`config.mk`:
```
export PLATFORM = sky130hd
export DESIGN_NAME = framed_sensor_parser_with_hysteresis_core
export DESIGN_NICKNAME = d
export VERILOG_FILES = /design/src/hw/rtl/fsph_pkg.sv /design/src/hw/rtl/fsph_front.sv /design/src/hw/rtl/fsph_queue.sv /design/src/hw/rtl/fsph_back.sv /design/src/hw/rtl/framed_sensor_parser_with_hysteresis_core.sv
export SDC_FILE = /design/constraint.sdc
export NUM_CORES = 1
export LEC_CHECK = 0
export BUFFER_PORTS_ARGS = -buffer_cell sky130_fd_sc_hd__buf_2
export CAP_MARGIN = 30
export CORE_MARGIN = 2
export CORE_UTILIZATION = 30
export CTS_CLUSTER_SIZE = 20
export DETAILED_ROUTE_END_ITERATION = 6
export PLACE_DENSITY = 0.46
export SETUP_SLACK_MARGIN = 0.05
export SYNTH_ARGS = -nofsm -noshare
export SYNTH_HDL_FRONTEND = slang
export SYNTH_HIERARCHICAL = 1
export SYNTH_SLANG_ARGS = --single-unit
```
`constraint.sdc`:
```
create_clock -name clk -period 10.3 [get_ports clk]
set_input_delay 2.06 -clock clk [delete_from_list [all_inputs] [get_ports clk]]
set_output_delay 2.06 -clock clk [all_outputs]
set_load 0.01 [all_outputs]
```
`src/hw/rtl/fsph_pkg.sv`:
```
// ----------------------------------------------------------------------------
// fsph_pkg
// Shared types and constants for the framed sensor parser: request codes,
// result kinds, the command passed from front to back, and ASCII codes.
// ----------------------------------------------------------------------------
package fsph_pkg;

	localparam int VAL_W   = 16;
	localparam int ACC_W   = 17;
	localparam int Q_DEPTH = 2;
	localparam int Q_AW    = 1;
	localparam int CFG_IDX_W = 1;

	// request codes on the action field
	typedef enum logic [1:0] {
		ACT_BYTE   = 2'd0,
		ACT_TOGGLE = 2'd1,
		ACT_AUTO   = 2'd2
	} action_t;

	// result kinds
	typedef enum logic [1:0] {
		KIND_ENV    = 2'd0,
		KIND_MANUAL = 2'd1,
		KIND_AUTO   = 2'd2
	} kind_t;

	// configuration register indexes
	localparam logic [CFG_IDX_W-1:0] CFG_DARK   = 1'd0;
	localparam logic [CFG_IDX_W-1:0] CFG_BRIGHT = 1'd1;

	localparam logic signed [VAL_W-1:0] DARK_RESET   = 16'sd20;
	localparam logic signed [VAL_W-1:0] BRIGHT_RESET = 16'sd35;

	localparam logic [7:0] CH_DOLLAR = 8'h24;
	localparam logic [7:0] CH_HASH   = 8'h23;
	localparam logic [7:0] CH_COMMA  = 8'h2C;
	localparam logic [7:0] CH_PLUS   = 8'h2B;
	localparam logic [7:0] CH_MINUS  = 8'h2D;
	localparam logic [7:0] CH_ZERO   = 8'h30;
	localparam logic [7:0] CH_NINE   = 8'h39;
	localparam logic [7:0] CH_SPACE  = 8'h20;
	localparam logic [7:0] CH_TAB    = 8'h09;
	localparam logic [7:0] CH_CR     = 8'h0D;
	localparam logic [7:0] CH_E      = 8'h45;
	localparam logic [7:0] CH_N      = 8'h4E;
	localparam logic [7:0] CH_V      = 8'h56;

	// command from front to back
	typedef struct packed {
		kind_t                    kind;
		logic signed [VAL_W-1:0]  temp;
		logic signed [VAL_W-1:0]  hum;
		logic signed [VAL_W-1:0]  light;
	} cmd_t;

endpackage

```
`src/hw/rtl/fsph_front.sv`:
```
// ----------------------------------------------------------------------------
// fsph_front
// Request intake: frames serial bytes, parses the ENV payload one byte per
// accepted cycle and emits commands for completed frames and user events.
// ----------------------------------------------------------------------------
module fsph_front import fsph_pkg::*; #(
	parameter int PAYLOAD_MAX = 63
) (
	input  logic        clk,
	input  logic        arst_n,
	input  logic        accept,
	input  logic [1:0]  action,
	input  logic [7:0]  rx_byte,
	output logic        push,
	output cmd_t        cmd
);

	localparam int CNT_W = $clog2(PAYLOAD_MAX + 1);

	typedef enum logic [11:0] {
		PH_E     = 12'b0000_0000_0001,
		PH_N     = 12'b0000_0000_0010,
		PH_V     = 12'b0000_0000_0100,
		PH_C     = 12'b0000_0000_1000,
		PH_PRE1  = 12'b0000_0001_0000,
		PH_BODY1 = 12'b0000_0010_0000,
		PH_PRE2  = 12'b0000_0100_0000,
		PH_BODY2 = 12'b0000_1000_0000,
		PH_PRE3  = 12'b0001_0000_0000,
		PH_BODY3 = 12'b0010_0000_0000,
		PH_DONE  = 12'b0100_0000_0000,
		PH_FAIL  = 12'b1000_0000_0000
	} phase_t;

	logic                    in_frame_q, in_frame_d;
	logic [CNT_W-1:0]        count_q, count_d;
	phase_t                  phase_q, phase_d;
	logic                    neg_q, neg_d;
	logic                    seen_q, seen_d;
	logic [ACC_W-1:0]        acc_q, acc_d;
	logic signed [VAL_W-1:0] ptemp_q, ptemp_d;
	logic signed [VAL_W-1:0] phum_q, phum_d;

	logic       is_digit, is_space;
	logic [3:0] digit;
	logic [19:0] acc_mul;

	function automatic logic [VAL_W-1:0] num_value(input logic n, input logic [ACC_W-1:0] m);
		logic [ACC_W-1:0] t;
		begin
			t = 17'h10000 - m;
			if (n)
				num_value = t[VAL_W-1:0];
			else if (m > 17'd32767)
				num_value = 16'h7FFF;
			else
				num_value = m[VAL_W-1:0];
		end
	endfunction

	assign is_digit = (rx_byte >= CH_ZERO) && (rx_byte <= CH_NINE);
	assign is_space = (rx_byte == CH_SPACE) || ((rx_byte >= CH_TAB) && (rx_byte <= CH_CR));
	assign digit    = 4'(rx_byte - CH_ZERO);
	assign acc_mul  = {acc_q, 3'b000} + {2'b00, acc_q, 1'b0} + 20'(digit);

	always_comb begin
		in_frame_d = in_frame_q;
		count_d    = count_q;
		phase_d    = phase_q;
		neg_d      = neg_q;
		seen_d     = seen_q;
		acc_d      = acc_q;
		ptemp_d    = ptemp_q;
		phum_d     = phum_q;
		push       = 1'b0;
		cmd.kind   = KIND_ENV;
		cmd.temp   = ptemp_q;
		cmd.hum    = phum_q;
		cmd.light  = num_value(neg_q, acc_q);

		if (accept) begin
			unique case (action)
				ACT_TOGGLE: begin
					push     = 1'b1;
					cmd.kind = KIND_MANUAL;
				end
				ACT_AUTO: begin
					push     = 1'b1;
					cmd.kind = KIND_AUTO;
				end
				ACT_BYTE: begin
					if (!in_frame_q) begin
						if (rx_byte == CH_DOLLAR) begin
							in_frame_d = 1'b1;
							count_d    = '0;
							phase_d    = PH_E;
							neg_d      = 1'b0;
							seen_d     = 1'b0;
							acc_d      = '0;
						end
					end else if (rx_byte == CH_HASH) begin
						in_frame_d = 1'b0;
						push = (phase_q == PH_DONE) || ((phase_q == PH_BODY3) && seen_q);
					end else if (count_q < CNT_W'(PAYLOAD_MAX)) begin
						count_d = count_q + 1'b1;
						unique case (phase_q)
							PH_E: phase_d = (rx_byte == CH_E) ? PH_N : PH_FAIL;
							PH_N: phase_d = (rx_byte == CH_N) ? PH_V : PH_FAIL;
							PH_V: phase_d = (rx_byte == CH_V) ? PH_C : PH_FAIL;
							PH_C: begin
								if (rx_byte == CH_COMMA) begin
									phase_d = PH_PRE1;
									neg_d   = 1'b0;
									seen_d  = 1'b0;
									acc_d   = '0;
								end else begin
									phase_d = PH_FAIL;
								end
							end
							PH_PRE1, PH_PRE2, PH_PRE3: begin
								if (!is_space) begin
									if (rx_byte == CH_PLUS || rx_byte == CH_MINUS) begin
										neg_d   = (rx_byte == CH_MINUS);
										phase_d = phase_t'({phase_q[10:0], 1'b0});
									end else if (is_digit) begin
										seen_d  = 1'b1;
										acc_d   = ACC_W'(digit);
										phase_d = phase_t'({phase_q[10:0], 1'b0});
									end else begin
										phase_d = PH_FAIL;
									end
								end
							end
							PH_BODY1, PH_BODY2, PH_BODY3: begin
								if (is_digit) begin
									acc_d  = (acc_mul > 20'd32768) ? 17'd32768 : acc_mul[ACC_W-1:0];
									seen_d = 1'b1;
								end else if (!seen_q) begin
									phase_d = PH_FAIL;
								end else if (phase_q == PH_BODY3) begin
									phase_d = PH_DONE;
								end else if (rx_byte != CH_COMMA) begin
									phase_d = PH_FAIL;
								end else begin
									if (phase_q == PH_BODY1)
										ptemp_d = num_value(neg_q, acc_q);
									else
										phum_d = num_value(neg_q, acc_q);
									phase_d = phase_t'({phase_q[10:0], 1'b0});
									neg_d   = 1'b0;
									seen_d  = 1'b0;
									acc_d   = '0;
								end
							end
							default: ;
						endcase
					end
				end
				default: ;
			endcase
		end
	end

	always_ff @(posedge clk or negedge arst_n) begin
		if (!arst_n) begin
			in_frame_q <= 1'b0;
			count_q    <= '0;
			phase_q    <= PH_E;
			neg_q      <= 1'b0;
			seen_q     <= 1'b0;
			acc_q      <= '0;
			ptemp_q    <= '0;
			phum_q     <= '0;
		end else begin
			in_frame_q <= in_frame_d;
			count_q    <= count_d;
			phase_q    <= phase_d;
			neg_q      <= neg_d;
			seen_q     <= seen_d;
			acc_q      <= acc_d;
			ptemp_q    <= ptemp_d;
			phum_q     <= phum_d;
		end
	end

	a_count_bound: assert property (@(posedge clk) disable iff (!arst_n)
		count_q <= CNT_W'(PAYLOAD_MAX))
		else $error("payload count past limit");

endmodule

```
`src/hw/rtl/fsph_queue.sv`:
```
// ----------------------------------------------------------------------------
// fsph_queue
// Two-entry command queue between the parser front and the control back.
// ----------------------------------------------------------------------------
module fsph_queue import fsph_pkg::*; (
	input  logic clk,
	input  logic arst_n,
	input  logic push,
	input  cmd_t wr_cmd,
	input  logic pop,
	output cmd_t rd_cmd,
	output logic empty,
	output logic full
);

	cmd_t            mem [Q_DEPTH];
	logic [Q_AW-1:0] wr_ptr_q, rd_ptr_q;
	logic [Q_AW:0]   fill_q;

	assign empty  = (fill_q == '0);
	assign full   = (fill_q == (Q_AW+1)'(Q_DEPTH));
	assign rd_cmd = mem[rd_ptr_q];

	always_ff @(posedge clk) begin
		if (push)
			mem[wr_ptr_q] <= wr_cmd;
	end

	always_ff @(posedge clk or negedge arst_n) begin
		if (!arst_n) begin
			wr_ptr_q <= '0;
			rd_ptr_q <= '0;
			fill_q   <= '0;
		end else begin
			if (push)
				wr_ptr_q <= wr_ptr_q + 1'b1;
			if (pop)
				rd_ptr_q <= rd_ptr_q + 1'b1;
			if (push && !pop)
				fill_q <= fill_q + 1'b1;
			else if (pop && !push)
				fill_q <= fill_q - 1'b1;
		end
	end

	a_no_overflow: assert property (@(posedge clk) disable iff (!arst_n)
		full |-> !push || pop)
		else $error("push into full queue");

	a_no_underflow: assert property (@(posedge clk) disable iff (!arst_n)
		empty |-> !pop)
		else $error("pop from empty queue");

endmodule

```
`src/hw/rtl/fsph_back.sv`:
```
// ----------------------------------------------------------------------------
// fsph_back
// Executes queued commands: stores sensor values, runs the lamp hysteresis
// and manual/auto control, and holds the result in an output register.
// ----------------------------------------------------------------------------
module fsph_back import fsph_pkg::*; (
	input  logic                    clk,
	input  logic                    arst_n,
	input  logic                    cmd_avail,
	input  cmd_t                    cmd,
	output logic                    pop,
	input  logic signed [VAL_W-1:0] dark_th,
	input  logic signed [VAL_W-1:0] bright_th,
	output logic                    out_valid,
	input  logic                    out_ready,
	output logic [1:0]              kind,
	output logic signed [VAL_W-1:0] temperature,
	output logic signed [VAL_W-1:0] humidity,
	output logic signed [VAL_W-1:0] light_level,
	output logic                    lamp_toggle,
	output logic                    night_mode,
	output logic                    auto_mode
);

	logic signed [VAL_W-1:0] temp_q, hum_q, light_q;
	logic signed [VAL_W-1:0] temp_d, hum_d, light_d;
	logic                    auto_q, lamp_q, auto_d, lamp_d, toggle_d;
	logic                    valid_q;
	kind_t                   kind_q;
	logic                    toggle_q;

	assign pop = cmd_avail && (!valid_q || out_ready);

	always_comb begin
		temp_d   = temp_q;
		hum_d    = hum_q;
		light_d  = light_q;
		auto_d   = auto_q;
		lamp_d   = lamp_q;
		toggle_d = 1'b0;
		unique case (cmd.kind)
			KIND_MANUAL: begin
				auto_d   = 1'b0;
				lamp_d   = !lamp_q;
				toggle_d = 1'b1;
			end
			KIND_AUTO: auto_d = 1'b1;
			KIND_ENV: begin
				temp_d  = cmd.temp;
				hum_d   = cmd.hum;
				light_d = cmd.light;
				if (auto_q) begin
					if (cmd.light < dark_th && !lamp_q) begin
						lamp_d   = 1'b1;
						toggle_d = 1'b1;
					end else if (cmd.light > bright_th && lamp_q) begin
						lamp_d   = 1'b0;
						toggle_d = 1'b1;
					end
				end
			end
			default: ;
		endcase
	end

	always_ff @(posedge clk or negedge arst_n) begin
		if (!arst_n) begin
			temp_q   <= '0;
			hum_q    <= '0;
			light_q  <= '0;
			auto_q   <= 1'b1;
			lamp_q   <= 1'b0;
			valid_q  <= 1'b0;
			kind_q   <= KIND_ENV;
			toggle_q <= 1'b0;
		end else if (pop) begin
			temp_q   <= temp_d;
			hum_q    <= hum_d;
			light_q  <= light_d;
			auto_q   <= auto_d;
			lamp_q   <= lamp_d;
			valid_q  <= 1'b1;
			kind_q   <= cmd.kind;
			toggle_q <= toggle_d;
		end else if (out_ready) begin
			valid_q <= 1'b0;
		end
	end

	assign out_valid   = valid_q;
	assign kind        = kind_q;
	assign temperature = temp_q;
	assign humidity    = hum_q;
	assign light_level = light_q;
	assign lamp_toggle = toggle_q;
	assign night_mode  = lamp_q;
	assign auto_mode   = auto_q;

	a_manual_result: assert property (@(posedge clk) disable iff (!arst_n)
		valid_q && kind_q == KIND_MANUAL |-> toggle_q && !auto_q)
		else $error("manual toggle result inconsistent");

	a_auto_result: assert property (@(posedge clk) disable iff (!arst_n)
		valid_q && kind_q == KIND_AUTO |-> !toggle_q && auto_q)
		else $error("auto enable result inconsistent");

	a_env_toggle: assert property (@(posedge clk) disable iff (!arst_n)
		valid_q && kind_q == KIND_ENV && toggle_q |-> auto_q)
		else $error("lamp switched outside auto mode");

endmodule

```
`src/hw/rtl/framed_sensor_parser_with_hysteresis_core.sv`:
```
// ----------------------------------------------------------------------------
// framed_sensor_parser_with_hysteresis_core
// Result path: an accepted request that gives a command enters the queue,
//   then the back pops it once its output register is empty or being read.
// Throughput: one request per cycle while the queue has a free slot; the
//   byte parser handles each byte as it is taken and the two-entry queue
//   absorbs output stalls until it fills.
// Reset (arst_n low, asynchronous): parser idle outside a frame, stored values
//   zero, auto mode on, lamp off, thresholds 20 and 35, queue empty.
// ----------------------------------------------------------------------------
module framed_sensor_parser_with_hysteresis_core import fsph_pkg::*; #(
	parameter int PAYLOAD_MAX = 63
) (
	input  logic                    clk,
	input  logic                    arst_n,
	// request channel
	input  logic                    in_valid,
	output logic                    in_ready,
	input  logic [1:0]              action,
	input  logic [7:0]              rx_byte,
	// result channel
	output logic                    out_valid,
	input  logic                    out_ready,
	output logic [1:0]              kind,
	output logic signed [VAL_W-1:0] temperature,
	output logic signed [VAL_W-1:0] humidity,
	output logic signed [VAL_W-1:0] light_level,
	output logic                    lamp_toggle,
	output logic                    night_mode,
	output logic                    auto_mode,
	// configuration write port
	input  logic                    cfg_we,
	input  logic [CFG_IDX_W-1:0]    cfg_index,
	input  logic [VAL_W-1:0]        cfg_data
);

	logic                    accept;
	logic                    push, pop;
	logic                    q_empty, q_full;
	cmd_t                    front_cmd, back_cmd;
	logic signed [VAL_W-1:0] dark_q, bright_q;

	// A request is taken whenever the queue has a free slot; requests that
	// produce no command (most bytes) update the parser or are dropped.
	assign in_ready = !q_full;
	assign accept   = in_valid && in_ready;

	// Threshold registers; the user must write them only while the block is idle, the block itself does not enforce this.
	always_ff @(posedge clk or negedge arst_n) begin
		if (!arst_n) begin
			dark_q   <= DARK_RESET;
			bright_q <= BRIGHT_RESET;
		end else if (cfg_we) begin
			unique case (cfg_index)
				CFG_DARK:   dark_q   <= cfg_data;
				CFG_BRIGHT: bright_q <= cfg_data;
				default: ;
			endcase
		end
	end

	// Front: framing, ENV payload parse, event classification.
	fsph_front #(
		.PAYLOAD_MAX(PAYLOAD_MAX)
	) u_front (
		.clk     (clk),
		.arst_n  (arst_n),
		.accept  (accept),
		.action  (action),
		.rx_byte (rx_byte),
		.push    (push),
		.cmd     (front_cmd)
	);

	// Decoupling queue.
	fsph_queue u_queue (
		.clk    (clk),
		.arst_n (arst_n),
		.push   (push),
		.wr_cmd (front_cmd),
		.pop    (pop),
		.rd_cmd (back_cmd),
		.empty  (q_empty),
		.full   (q_full)
	);

	// Back: value store, hysteresis lamp control, output register.
	fsph_back u_back (
		.clk         (clk),
		.arst_n      (arst_n),
		.cmd_avail   (!q_empty),
		.cmd         (back_cmd),
		.pop         (pop),
		.dark_th     (dark_q),
		.bright_th   (bright_q),
		.out_valid   (out_valid),
		.out_ready   (out_ready),
		.kind        (kind),
		.temperature (temperature),
		.humidity    (humidity),
		.light_level (light_level),
		.lamp_toggle (lamp_toggle),
		.night_mode  (night_mode),
		.auto_mode   (auto_mode)
	);

endmodule

```
==> After elaboration in Yosys (flattened, before gate mapping) <==
Memory sizes are Yosys's and may differ from the RTL's.
Cells that the tools add are included.
{ "totals": {"latchBits": 0, "output_inout_bits": 55, "regBits": 160, "wordCells": 216, "n_memories": 1, "rom_bits": 0, "ramBits": 100, "in_bits": 32} }
{ "classes": {"reduce_logical": 43, "n_addsub": 9, "multipliers": 0, "bitwise_logic": 6, "shift": 0, "div_mod_pow": 0, "n_lt_le_gt_ge": 9, "eq_ne": 44, "n_mux": 83} }
{ "memory_table": {"columns": ["memory", "words", "width", "read_ports", "rd_clocked_by_memory_dff", "write_ports", "line", "rtl"], "rows": [
  ["u_queue.mem", 2, 50, 1, 0, 1, "fsph_queue.sv:16", "cmd_t mem [Q_DEPTH];"]
]} }
{ "ops": {"columns": ["cell", "n"], "rows": [
  ["$mux W17", 13],
  ["$mux W12", 15],
  ["$pmux W12 S6", 1],
  ["$pmux W17 S3", 1],
  ["$eq A8 B6 Y1 const B", 6],
  ["$mux W1", 37],
  ["$mux W16", 2],
  ["$ne A3 B3 Y1 const B", 9],
  ["$reduce_and A13 Y1", 2],
  ["$eq A8 B7 Y1 const B", 3],
  ["$mux W6", 4],
  ["$reduce_and A11 Y1", 2],
  ["$add A20 B18 Y20", 1],
  ["$add A20 B4 Y20", 1],
  ["$gt A20 B16 Y1 const B", 1],
  ["$gt A17 B15 Y1 const B", 1],
  ["$gt A16 B16 Y1", 1],
  ["$lt A16 B16 Y1", 1],
  ["$ne A4 B4 Y1 const B", 4],
  ["$sub A1 B16 Y16 const A", 1],
  ["$eq A12 B1 Y1 const B", 1],
  ["$eq A12 B10 Y1 const B", 1],
  ["$eq A12 B11 Y1 const B", 1],
  ["$eq A12 B2 Y1 const B", 1],
  ["other kinds (41)", 84]
]} }

==> Depth between registers and ports, before layout <==
Gate-level depths: netlist (run 1).
{ "depth": {"word_depth": 11, "mapped_depth": 14, "depth_no_buf": 12} }

==> Hierarchy <==
The synthesis (run 1) kept the hierarchy.
{ "modules_own_cells": {"columns": ["module", "area_each_um2", "seq_area_each_um2", "n_inst", "cells_per_inst"], "rows": [
  ["fsph_front", 5267.6, 1752.9, 1, 604],
  ["fsph_queue", 4047.6, 3103.0, 1, 172],
  ["fsph_back", 2925.3, 1352.5, 1, 247],
  ["framed_sensor_parser_with_hysteresis_core", 1272.5, 807.0, 1, 72]
]} }

==> Least setup slack after synthesis (run 1) <==
No wires, ideal clock.
{ "synth_path": {"kind": "input -> register", "from": "in rx_byte[0]", "to": "mem u_queue/mem[0][0] in the netlist's numbering (enable)", "path_buffers": 1, "t_arrival_ns": 5.454, "t_required_ns": 9.836, "path_slack_ns": 4.382, "stages": 6, "setup_ns": 0.464, "path_cell_list": "clkbuf_1 -> nand2_1 -> nor4b_1 -> a31oi_1 -> nor3b_1 -> nor2b_1"} }
{ "synth_via": {"elab_chain_cells": 7} }
{ "synth_rtl": {"columns": ["element", "line", "rtl"], "rows": [
  ["start, declared", "framed_sensor_parser_with_hysteresis_core.sv:20", "input logic [7:0] rx_byte,"],
  ["$eq A8 B6 Y1", "fsph_front.sv:101", "end else if (rx_byte == CH_HASH) begin"],
  ["$mux W1", "fsph_front.sv:101", null],
  ["$mux W1", "fsph_front.sv:92", "if (!in_frame_q) begin"],
  ["$pmux W1 S2", "fsph_front.sv:82", "unique case (action)"],
  ["$mux W1", "fsph_front.sv:81", "if (accept) begin"],
  ["net push", "framed_sensor_parser_with_hysteresis_core.sv:38", "logic push, pop;"],
  ["$mux W1", "fsph_queue.sv:25", "if (push)"],
  ["$mux W1 (not written as such)", "fsph_queue.sv:26", "mem[wr_ptr_q] <= wr_cmd;"],
  ["end, declared", "fsph_queue.sv:16", null]
]} }
The timed path passes the listed nets, and every way through them passes these cells.

==> Worst setup path after layout (run 1) <==
{ "layout_path": {"from": "in rx_byte[3]", "to": "reg u_front.acc_q[12]"} }
{ "layout_via": {"elab_chain_cells": 9, "word_cells_on_any_way": 34, "classes_between": "add/sub (2); order compare (5); eq/ne (15); mux (6); reduce/logical (6)"} }
{ "layout_rtl": {"columns": ["element", "line", "rtl"], "rows": [
  ["$sub A4 B1 Y4", "fsph_front.sv:63", "assign digit = 4'(rx_byte - CH_ZERO);"],
  ["$add A20 B4 Y20", "fsph_front.sv:64", "assign acc_mul = {acc_q, 3'b000} + {2'b00, acc_q, 1'b0} + 20'(digit);"],
  ["$gt A20 B16 Y1", "fsph_front.sv:136", "acc_d = (acc_mul > 20'd32768) ? 17'd32768 : acc_mul[ACC_W-1:0];"],
  ["$mux W17", "fsph_front.sv:136", null],
  ["$mux W17", "fsph_front.sv:135", "if (is_digit) begin"],
  ["$pmux W17 S3", "fsph_front.sv:106", "unique case (phase_q)"],
  ["$mux W17", "fsph_front.sv:104", "end else if (count_q < CNT_W'(PAYLOAD_MAX)) begin"],
  ["$mux W17", "fsph_front.sv:101", null],
  ["$mux W17", "fsph_front.sv:92", null],
  ["end signal, assigned", "fsph_front.sv:171", "acc_q <= '0;"],
  ["end signal, assigned", "fsph_front.sv:180", "acc_q <= acc_d;"],
  ["end, declared", "fsph_front.sv:40", "logic [ACC_W-1:0] acc_q, acc_d;"]
]} }
Parallel ways exist; a longest one is shown, timed or not. The select of a mux whose other input is x is not followed.
A chain may end at the register's enable or synchronous reset.

==> results_dict.tcl, run 1 <==
set metrics [dict create \
    postCtsSetupBuffers 0 \
    synth_fp_nets 1204 \
    leakagePower_nw 6.69 \
    rows 77 \
    clk_latency_ns 0.58 \
    grt_setup_unrepaired "false" \
    num_io_pins 87 \
    timing.final.ws_setup_ns 5.12 \
    startpoint_type "input port" \
    wl_per_cell_um 17.5 \
    cp_max_fo 8 \
    grt_max_degree 59 \
    drt_wl_total_um 31300 \
    num_vias 8706 \
    synth_cell_types 80 \
    status "complete, no violations" \
    fin_skew_ns 0.0106 \
    hold_path_class "reg -> reg" \
    powerDensity_nw_per_um2 218 \
    hp-start "u_front/phum_q[3]" \
    htree_levels 1 \
    track_usage_pct 13.5 \
    netlist_area_um2 13500 \
    ys_seq_area_share_pct 51.9 \
    drt-initial-drc-count 441 \
    r2r_start "u_front/acc_q[0]" \
    coreArea_um2 44300 \
    maxCapViolCount 0 \
    min_path_cells 0 \
    die_w_um 216 \
    ys_ff_latch 260 \
    p_int_mw 2.39 \
    syn_avg_cell_area_um2 12.3 \
    ant_nets 0 \
    finalMaxSlewViolations 0 \
    peakVddDrop_mv 0.127 \
    tns_ns 0 \
    cts-resized-gates 0 \
    grt_antenna_before_repair 0 \
    drive_above_1_share_pct 28.3 \
    crit_type "in -> reg" \
    path_clk_slew_ns 0.06 \
    switching_share_pct 29.5 \
    antenna_cells 0 \
    hold_buffers 0 \
    synth_ff_type "dfrtp_1" \
    synth_area_leaders "dfrtp_1, edfxtp_1, mux2_2" \
    die_area_um2 46800 \
    relSlewSlack_pct 31.3 \
    combPwrFrac_pct 26.1 \
    synth_top_area_share_pct 28.3 \
    routed_via_density 4.85 \
    r2r_setup_slack_ns 6.12 \
    first_pass_iters 4 \
    setup_violations 0 \
    cts_tree "done" \
    period_needed_ns 5.18 \
    cts_root_buffer "clkbuf_16" \
    fmax_mhz 193 \
    yosys_warnings 6 \
    synth_edf_count 100 \
    fin_crit_sh_pct 50.3 \
    fill_cells 4479 \
    cp.required_ns 10.77 \
    synth_top_area_cell "dfrtp_1" \
    drc_errors 0 \
    hold_viol_final 0 \
    clock-sinks 260 \
    ys_async_sr_fraction_pct 61.5 \
    p_switching_mw 1.00 \
    dp_hpwl_um 21900 \
    max_slew.worst_pin.slew_ns 1.03 \
    clkPwrFrac_pct 32.7 \
    place.gp.congestion 0.841 \
    timing.rr.end "u_front/acc_q[12]" \
    synth_most_common_cell "dfrtp_1" \
    grt-ovfl-total 0 \
    syn2layout_area_growth_pct 15.0 \
    synth_commonest_cells "dfrtp_1, mux2_2, edfxtp_1, ha_1, nand2_1" \
    start_util_pct 30.5 \
    grt_pass1_wl_um 50400 \
    seq_power_share_pct 41.1 \
    grt_pass1_vias 8714 \
    die_h_um 216 \
    place_ws_ns 4.53 \
    nets 1287 \
    hold_end "u_queue/mem[0][19]" \
    cp.arrival_ns 5.65 \
    cts_buffer_depth 3 \
    critPathCaptureType "flip-flop" \
    portBuffers 86 \
    postSynthCellCount 1095 \
    ff2ff_path_depth 12 \
    cts_made_buffers 31 \
]
==> final cells by class <==
class | count | area, µm² | share of cell area (%)
multi-input cells | 721 | 5940 | 38.2
inverters | 66 | 248 | 1.59
repair buffers | 98 | 547 | 3.52
well taps | 592 | 741 | 4.77
flip-flops and latches | 260 | 7020 | 45.2
clock buffers | 43 | 851 | 5.47
clock inverters | 15 | 196 | 1.26
==> per-stage QoR <==
stage	power, mW	cell area [µm²]	util [%]	instances	hold slack, ns
CTS	3.46	15500	35.1	1795	0.466
finish	3.39	15500	35.1	1795	0.461
detailed placement	2.33	14500	32.7	1737	0.452
floorplan	2.05	13500	-	1095	0.437
global route	3.61	15500	35.1	1795	0.475
global placement	2.31	14500	32.6	1735	0.443
==> routing by layer <==
metal / wire length, µm / vias to the layer above / share of wire [%] / track usage (%)
met3: 1330 / 37 / 4.2 / 2.26
met2: 14700 / 160 / 47 / 22.4
met1: 14700 / 4316 / 47 / 18.6
li1: - / 4193 / - / -
met5: 0 / - / 0 / 0
met4: 643 / 0 / 2.1 / 3.11
==> flip-flops by register name, summed over array words and instances, names as in the netlist, 12 cells and up <==
register and flops:
u_front/phum_q 16, u_back/temperature 16, u_queue/mem 100, u_front/acc_q 17, bright_q 16, u_front/phase_q 12, dark_q 16, u_back/humidity 16
u_front/ptemp_q 16, u_back/light_level 16
==> placed cells by master (no fill, tap or decap), types with 8 or more instances in the layout <==
cell type  Yosys  layout
a21oi_1       52      52
a31oi_1       13      13
buf_2         14      85
buf_4          0      11
clkbuf_1      21       9
clkbuf_16      0      31
dfrtp_1      153     152
edfxtp_1     100     100
ha_1          75      75
inv_1         66      66
mux2_2       102     102
mux2_4        59      59
nand2_1       71      70
nand3_1       23      23
nand4_1       15      15
nor2_1        54      54
nor2b_1       15      14
nor3_1        22      22
nor4_1        10       9
o21ai_0       37      37
o31ai_1       15      15
or3_1         10      10
xnor2_1        8       8
xor2_1        18      18
==> power by group through the flow <==
stage	Sequential [mW]	Combinational, mW	Clock (mW)
3_3_place_gp	1.42	0.898	0
4_1_cts	1.40	0.909	1.15
2_1_floorplan	1.42	0.635	0
3_5_place_dp	1.42	0.906	0
5_1_grt	1.42	0.982	1.20
6_report	1.40	0.886	1.11
==> critical path: stages <==
cell,delay [ns]
buf_2,0.16
fa_1,0.57
inv_1,0.06
fa_1,0.45
nor2b_1,0.17
o21a_1,0.15
o21ai_0,0.10
a2111oi_0,0.50
nor3b_1,0.25
nor4b_1,0.27
a41oi_1,0.35
buf_4,0.29
o31ai_1,0.27
==> how the worst max path moves through the flow <==
stage                                   end  slack [ns]        from  cells past startpoint
after detailed placement  u_front/acc_q[12]        4.53  rx_byte[3]                     13
after global routing       u_front/acc_q[7]        4.70  rx_byte[3]                     13
after floorplan           u_queue/mem[0][0]        4.38  rx_byte[0]                      6
after CTS                 u_front/acc_q[12]        5.12  rx_byte[3]                     13
after global placement     u_front/acc_q[3]        4.36  rx_byte[3]                     12
final                     u_front/acc_q[12]        5.12  rx_byte[3]                     13
==> cell families after synthesis <==
logic type	synth area share, %
AND/OR/NAND/NOR	10.5
buffers and inverters	4.24
flip-flops	51.9
adder cells (fa/ha/maj)	7.24
AO/OA/AOI/OAI	8.80
multiplexers	15.6
XOR/XNOR	1.69
Power figures use the tool's default switching activity.
==> inputs of run 2 (changes only) <==
==> constraint.sdc (replaced) <==
create_clock -name clk -period 5.3 [get_ports clk]
set_input_delay 1.06 -clock clk [delete_from_list [all_inputs] [get_ports clk]]
set_output_delay 1.06 -clock clk [all_outputs]
set_load 0.01 [all_outputs]
==> run 2 against run 1 <==
  * First-iteration DRC count shrank 8.8%
  * Via count decreased by 0.13%
  * Non-clock buffer count rose by 2
  * Sequential share of layout area up 0.058 points
  * Clock skew rose by 0.0020 ns
  * Wire length up 0.66%
  * Power rose by 92%
  * Critical path depth decreased by 3
==> results_dict.tcl, run 2 (synthesized netlist as in run 1, its figures left out) <==
set metrics [dict create \
    status "complete, no violations" \
    critPathCaptureType "flip-flop" \
    die_w_um 216 \
    path_clk_slew_ns 0.06 \
    powerDensity_nw_per_um2 420 \
    clkPwrFrac_pct 31.8 \
    grt_pass1_vias 8842 \
    drc_errors 0 \
    finalMaxSlewViolations 0 \
    maxCapViolCount 0 \
    place_ws_ns 0.817 \
    cpMaxStageDelayCell "dfrtp_1" \
    r2r_setup_slack_ns 1.31 \
    start_util_pct 30.5 \
    timing.rr.end "u_front/acc_q[2]" \
    final_cell_mix "dfrtp_1, mux2_2, edfxtp_1" \
    drt_wl_total_um 31600 \
    grt_max_degree 93 \
    met3_usage_pct 1.89 \
    die_area_um2 46800 \
    register_area_um2 7020 \
    combPwrFrac_pct 25.5 \
    cts_root_buffer "clkbuf_16" \
    grt_pass1_wl_um 50800 \
    cts_tree "done" \
    postCtsSetupBuffers 0 \
    ff2ff_path_depth 10 \
    largest_register_ffs 100 \
    coreArea_um2 44300 \
    r2r_start "u_front/acc_q[2]" \
    track_usage_pct 13.6 \
    cts-resized-gates 0 \
    timing.final.ws_setup_ns 1.31 \
    num_io_pins 87 \
    cp-startpoint "u_front/acc_q[2]" \
    crit_type "reg -> reg" \
    startpoint_type "flip-flop" \
    hold_buffers 0 \
    first_pass_iters 4 \
    num_vias 8695 \
    critPathTopFamily "compound AO/OA/AOI/OAI gates" \
    regMostFlops "u_queue/mem" \
    layout_commonest_cell "dfrtp_1" \
    grt_setup_unrepaired "false" \
    cp.required_ns 5.74 \
    cp.arrival_ns 4.43 \
    cp.depth 10 \
    tns_ns 0 \
    met1_usage_pct 18.9 \
    critPathBufInv 0 \
    seq_power_share_pct 42.8 \
    period_needed_ns 3.99 \
    relSlewSlack_pct 33.0 \
    endpoint "u_front/acc_q[2]" \
    cpPeakStageDelay_ns 0.67 \
    setup_violations 0 \
    p_int_mw 4.59 \
    wl_per_cell_um 17.6 \
    routed_via_density 4.84 \
    grt-ovfl-total 0 \
    htree_levels 1 \
    post_dp_cell_area_um2 14500 \
    clock-sinks 260 \
    place.gp.congestion 0.825 \
    clk_latency_ns 0.56 \
    leakagePower_nw 6.69 \
    rows 77 \
    postLayoutCellArea_um2 15500 \
    fill_cells 4416 \
    hold_path_class "in -> async" \
    dp_hpwl_um 21900 \
    portBuffers 86 \
    cts_made_buffers 30 \
    switching_share_pct 29.6 \
    antenna_cells 0 \
    cts_buffer_depth 3 \
    drt-initial-drc-count 402 \
    grt-busiest-layer "met2" \
    path_cells "fa_1, ha_1, a211oi_1, o31ai_2, o2bb2ai_1, or4_1, o311ai_0, nand2_1, or3_1, o41ai_1" \
    p_switching_mw 1.93 \
    grt_use_met2_pct 22.3 \
    ant_nets 0 \
    grt_antenna_before_repair 0 \
    syn2layout_area_growth_pct 14.9 \
    cp_max_fo 14 \
    peakVddDrop_mv 0.213 \
    drive_above_1_share_pct 28.5 \
    hold_viol_final 0 \
    multi_input_area_um2 5940 \
    fin_skew_ns 0.0125 \
    die_h_um 216 \
    fin_crit_sh_pct 75.3 \
    reg_top3 "u_queue/mem (100), u_front/acc_q (17)" \
    max_slew.worst_pin.slew_ns 1.01 \
    fmax_mhz 251 \
    nets 1288 \
]
run 2: changes by cell type in the layout (fill, tap and decap cells not counted):
cell	previous run	this run
buf_12	0	1
buf_4	11	12
bufinv_16	4	3
clkbuf_1	9	7
clkinv_1	2	1
clkinv_2	5	8
clkinv_4	1	0
clkinvlp_4	2	3
inv_16	1	0
run 2: final cells by class:
class	instances	area share (%)
inverters	66	1.60
repair buffers	100	3.70
flip-flops and latches	260	45.2
clock inverters	15	1.01
well taps	592	4.77
clock buffers	41	5.43
multi-input cells	721	38.3
run 2: how the worst min path moves through the flow:
stage | start | end | cells past startpoint
after global routing | arst_n | u_back/humidity[9] | 1
after CTS | u_front/ptemp_q[1] | u_queue/mem[0][33] | 0
after floorplan | u_front/phum_q[1] | u_queue/mem[0][17] | 0
after detailed placement | u_front/phum_q[7] | u_queue/mem[0][23] | 0
final | arst_n | u_back/humidity[9] | 1
after global placement | u_front/phum_q[1] | u_queue/mem[0][17] | 0
run 2: per-stage QoR:
| stage | std cells | util, % | power [mW] | hold WS (ns) |
|---|---|---|---|---|
| floorplan | 1095 | - | 3.99 | 0.437 |
| global placement | 1737 | 32.7 | 4.51 | 0.445 |
| detailed placement | 1738 | 32.7 | 4.53 | 0.456 |
| CTS | 1794 | 35.0 | 6.65 | 0.467 |
| global route | 1795 | 35.0 | 6.92 | 0.304 |
| finish | 1795 | 35.0 | 6.52 | 0.324 |
run 2: power by group through the flow:
| stage | registers [mW] | clock network [mW] | logic, mW |
|---|---|---|---|
| after global routing | 2.85 | 2.22 | 1.85 |
| after global placement | 2.83 | 0 | 1.67 |
| final | 2.79 | 2.07 | 1.66 |
| after floorplan | 2.76 | 0 | 1.23 |
| after CTS | 2.80 | 2.15 | 1.70 |
| after detailed placement | 2.84 | 0 | 1.70 |
run 2: routing by layer:
layer  vias up  wire length, µm  part of all wire [%]
li1       4185                -                     -
met2       151            14900                    47
met5         -                0                     0
met3        47             1040                   3.3
met4         0              663                   2.1
met1      4312            14900                    47
==> inputs of run 3 (changes only) <==
--- a/config.mk
+++ b/config.mk
@@ -5,6 +5,7 @@
 export SDC_FILE = /design/constraint.sdc
 export NUM_CORES = 1
 export LEC_CHECK = 0
+export ABC_AREA = 1
 export BUFFER_PORTS_ARGS = -buffer_cell sky130_fd_sc_hd__buf_2
 export CAP_MARGIN = 30
 export CORE_MARGIN = 2
==> constraint.sdc (replaced) <==
create_clock -name clk -period 4.05 [get_ports clk]
set_input_delay 0.81 -clock clk [delete_from_list [all_inputs] [get_ports clk]]
set_output_delay 0.81 -clock clk [all_outputs]
set_load 0.01 [all_outputs]
==> run 3 against run 2 <==
  * Count of clock-buffer cells in the layout is the same
  * Via count grew 15%
  * Critical endpoint is now u_front/acc_q[9]
  * Critical path depth grew 8
  * Power grew 44%
  * Core utilization shrank 0.13 points
  * Wire length grew 6.2%
  * Non-clock buffer count shrank 7
  * Synthesized area grew 4.6%
  * Cell count grew 22%
  * Register-to-register slack lost 0.51 ns
==> results_dict.tcl, run 3 <==
set metrics [dict create \
    final_cell_mix "nand2_1, inv_1, dfrtp_1" \
    r2r_start "u_front/acc_q[0]" \
    relSlewSlack_pct 43.0 \
    first_pass_iters 5 \
    syn2layout_area_growth_pct 14.9 \
    netlist_area_um2 14100 \
    leakagePower_nw 7.76 \
    cp.required_ns 4.55 \
    cts_buffer_depth 3 \
    synth_compound_area_share_pct 4.43 \
    cpMaxStageDelayCell "fa_1" \
    ys_ff_latch 260 \
    hold_buffers 0 \
    powerDensity_nw_per_um2 578 \
    synth_xor_area_share_pct 0.867 \
    wl_per_cell_um 15.3 \
    synth_ff_type "dfrtp_1" \
    maxCapViolCount 0 \
    ys_seq_area_share_pct 49.6 \
    period_needed_ns 3.24 \
    cts_root_buffer "clkbuf_16" \
    ant_nets 0 \
    finalMaxSlewViolations 0 \
    synth_top_area_share_pct 27.1 \
    num_io_pins 87 \
    fmax_mhz 308 \
    post-route-util_pct 34.9 \
    multi_input_area_um2 6100 \
    place.gp.congestion 0.867 \
    muxShareOfSynthArea_pct 9.53 \
    ys_async_sr_fraction_pct 61.5 \
    tns_ns 0 \
    regMostFlops "u_queue/mem" \
    portBuffers 86 \
    endpoint "u_front/acc_q[9]" \
    yosys_warnings 6 \
    synth_edf_count 100 \
    crit_top_cell "nand2_1" \
    synth_top_family_by_area "simple AND/OR/NAND/NOR gates" \
    rows 79 \
    setup_violations 0 \
    grt_setup_unrepaired "false" \
    top_layer "met4" \
    peakVddDrop_mv 0.338 \
    die_area_um2 48900 \
    cp-startpoint "u_front/acc_q[0]" \
    postLayoutCellArea_um2 16200 \
    status "complete, no violations" \
    cp.depth 18 \
    grt_max_degree 84 \
    start_util_pct 30.4 \
    register_area_um2 7020 \
    hold_viol_final 0 \
    synth_commonest_cells "nand2_1, inv_1, dfrtp_1, edfxtp_1, nand3_1" \
    clock-sinks 260 \
    startpoint_type "flip-flop" \
    synth_area_leaders "dfrtp_1, edfxtp_1, nand2_1" \
    critPathTopFamily "simple AND/OR/NAND/NOR gates" \
    grt_antenna_before_repair 1 \
    critPathCaptureType "flip-flop" \
    synth_cell_types 54 \
    met2_length_um 15200 \
    cp.arrival_ns 3.75 \
    cts-resized-gates 0 \
    post_dp_cell_area_um2 15100 \
    grt-ovfl-total 0 \
    die_h_um 221 \
    drt-initial-drc-count 514 \
    postCtsSetupBuffers 0 \
    routed_via_density 4.56 \
    cts_tree "done" \
    grt_pass1_wl_um 54600 \
    clk_latency_ns 0.58 \
    dp_hpwl_um 24200 \
    crit_type "reg -> reg" \
    hold_path_class "in -> async" \
    synthSimpleGateAreaFrac_pct 21.3 \
    path_cells "fa_1, inv_1, fa_1, inv_1, nand2_1, nand2_1, nand3_1, nand2_1, nand2_1, nand2_1, nand2_1, nand2_1, nand3_1, nor2_2, nand2_1, nor2_1, nand2_1, nand2_1" \
    synthAdderAreaFrac_pct 6.92 \
    instances_no_fill 2189 \
    cpPeakStageDelay_ns 0.58 \
    cts_made_buffers 30 \
    ff2ff_path_depth 18 \
    die_w_um 221 \
    htree_levels 1 \
    wl_met1_um 16100 \
    syn_avg_cell_area_um2 9.64 \
    synth_most_common_cell "nand2_1" \
    fill_cells 4756 \
    path_clk_slew_ns 0.06 \
    layout_commonest_cell "nand2_1" \
    largest_register_ffs 100 \
    fin_skew_ns 0.0261 \
    synth_fp_nets 1576 \
    max_slew.worst_pin.slew_ns 0.855 \
    num_vias 9978 \
    drive_above_1_share_pct 19.2 \
    grt_pass1_vias 9996 \
    fin_hold_ws_ns 0.281 \
    critPathBufInv 2 \
    track_usage_pct 13.7 \
    synth_top_area_cell "dfrtp_1" \
    cp_max_fo 11 \
    coreArea_um2 46600 \
    drc_errors 0 \
    timing.rr.end "u_front/acc_q[9]" \
    r2r_setup_slack_ns 0.81 \
    nets 1667 \
    fin_crit_sh_pct 80.1 \
    postSynthCellCount 1467 \
    reg_top3 "u_queue/mem (100), u_front/acc_q (17)" \
    placed_cells 2133 \
    dr_wl_met3_um 1340 \
    antenna_cells 0 \
    drt_wl_total_um 33500 \
]
[run 3: cell count changes in the layout (fill, tap and decap cells not counted), sizes merged, moves of 15 or more]
cell / before / now
inv: 66 / 192
mux2: 161 / 98
nand2: 72 / 403
nand3: 23 / 106
nor2: 55 / 101
nor2b: 16 / 0
o21ai: 39 / 54
o31ai: 16 / 1
[run 3: how the worst min path moves through the flow]
stage                   startpoint  slack (ns)             endpoint  cells past startpoint
3_3_place_gp     u_front/phum_q[9]        0.45   u_queue/mem[0][25]                      0
6_report                    arst_n        0.28  u_back/humidity[11]                      1
5_1_grt                     arst_n        0.33  u_back/humidity[11]                      1
2_1_floorplan           dark_q[10]        0.44           dark_q[10]                      2
3_5_place_dp   u_front/ptemp_q[12]        0.45   u_queue/mem[0][44]                      0
4_1_cts                     arst_n        0.33  u_front/ptemp_q[15]                      1
[run 3: routing by layer]
layer  global-route usage, %  up-vias
met2                    22.4      175
met4                    3.94        0
li1                        -     5029
met5                       0        -
met1                    18.7     4720
met3                    2.31       54
[run 3: layout make-up]
type                            instances  area share, %
Sequential cell                       260           43.2
Multi-Input combinational cell        982           37.5
Clock buffer                           41           5.12
Tap cell                              607           4.67
Inverter                              191           4.46
Timing Repair Buffer                   93           3.32
Clock inverter                         15           1.69
[run 3: logic make-up after synthesis]
family / Yosys count
DFF: 260
buffers and inverters: 225
muxes: 101
adders and majority gates: 77
AOI/OAI and AO/OA: 116
and+or+nand+nor: 674
xor gates and xnor gates: 14
[run 3: where the power goes]
group | leakage, nW | switching [mW] | internal (mW)
clock network | 0.536 | 1.09 | 1.88
logic | 4.29 | 1.50 | 1.25
registers | 2.93 | 0.350 | 3.30
total | 7.76 | 2.95 | 6.44
[run 3: worst register-to-register path: cells and delay by family, from the launching register on]
kind          cells  cell delay (ns)
simple gates     14             1.48
flops             1             0.49
buf+inv           2             0.20
fa+ha+maj         2             1.03
[run 3: stage by stage]
| step | worst slack, ns | total power, mW |
|---|---|---|
| floorplan | 0.409 | 5.69 |
| global route | 0.460 | 9.97 |
| detailed placement | 0.336 | 6.54 |
| CTS | 0.814 | 9.58 |
| global placement | 0.404 | 6.51 |
| finish | 0.805 | 9.38 |
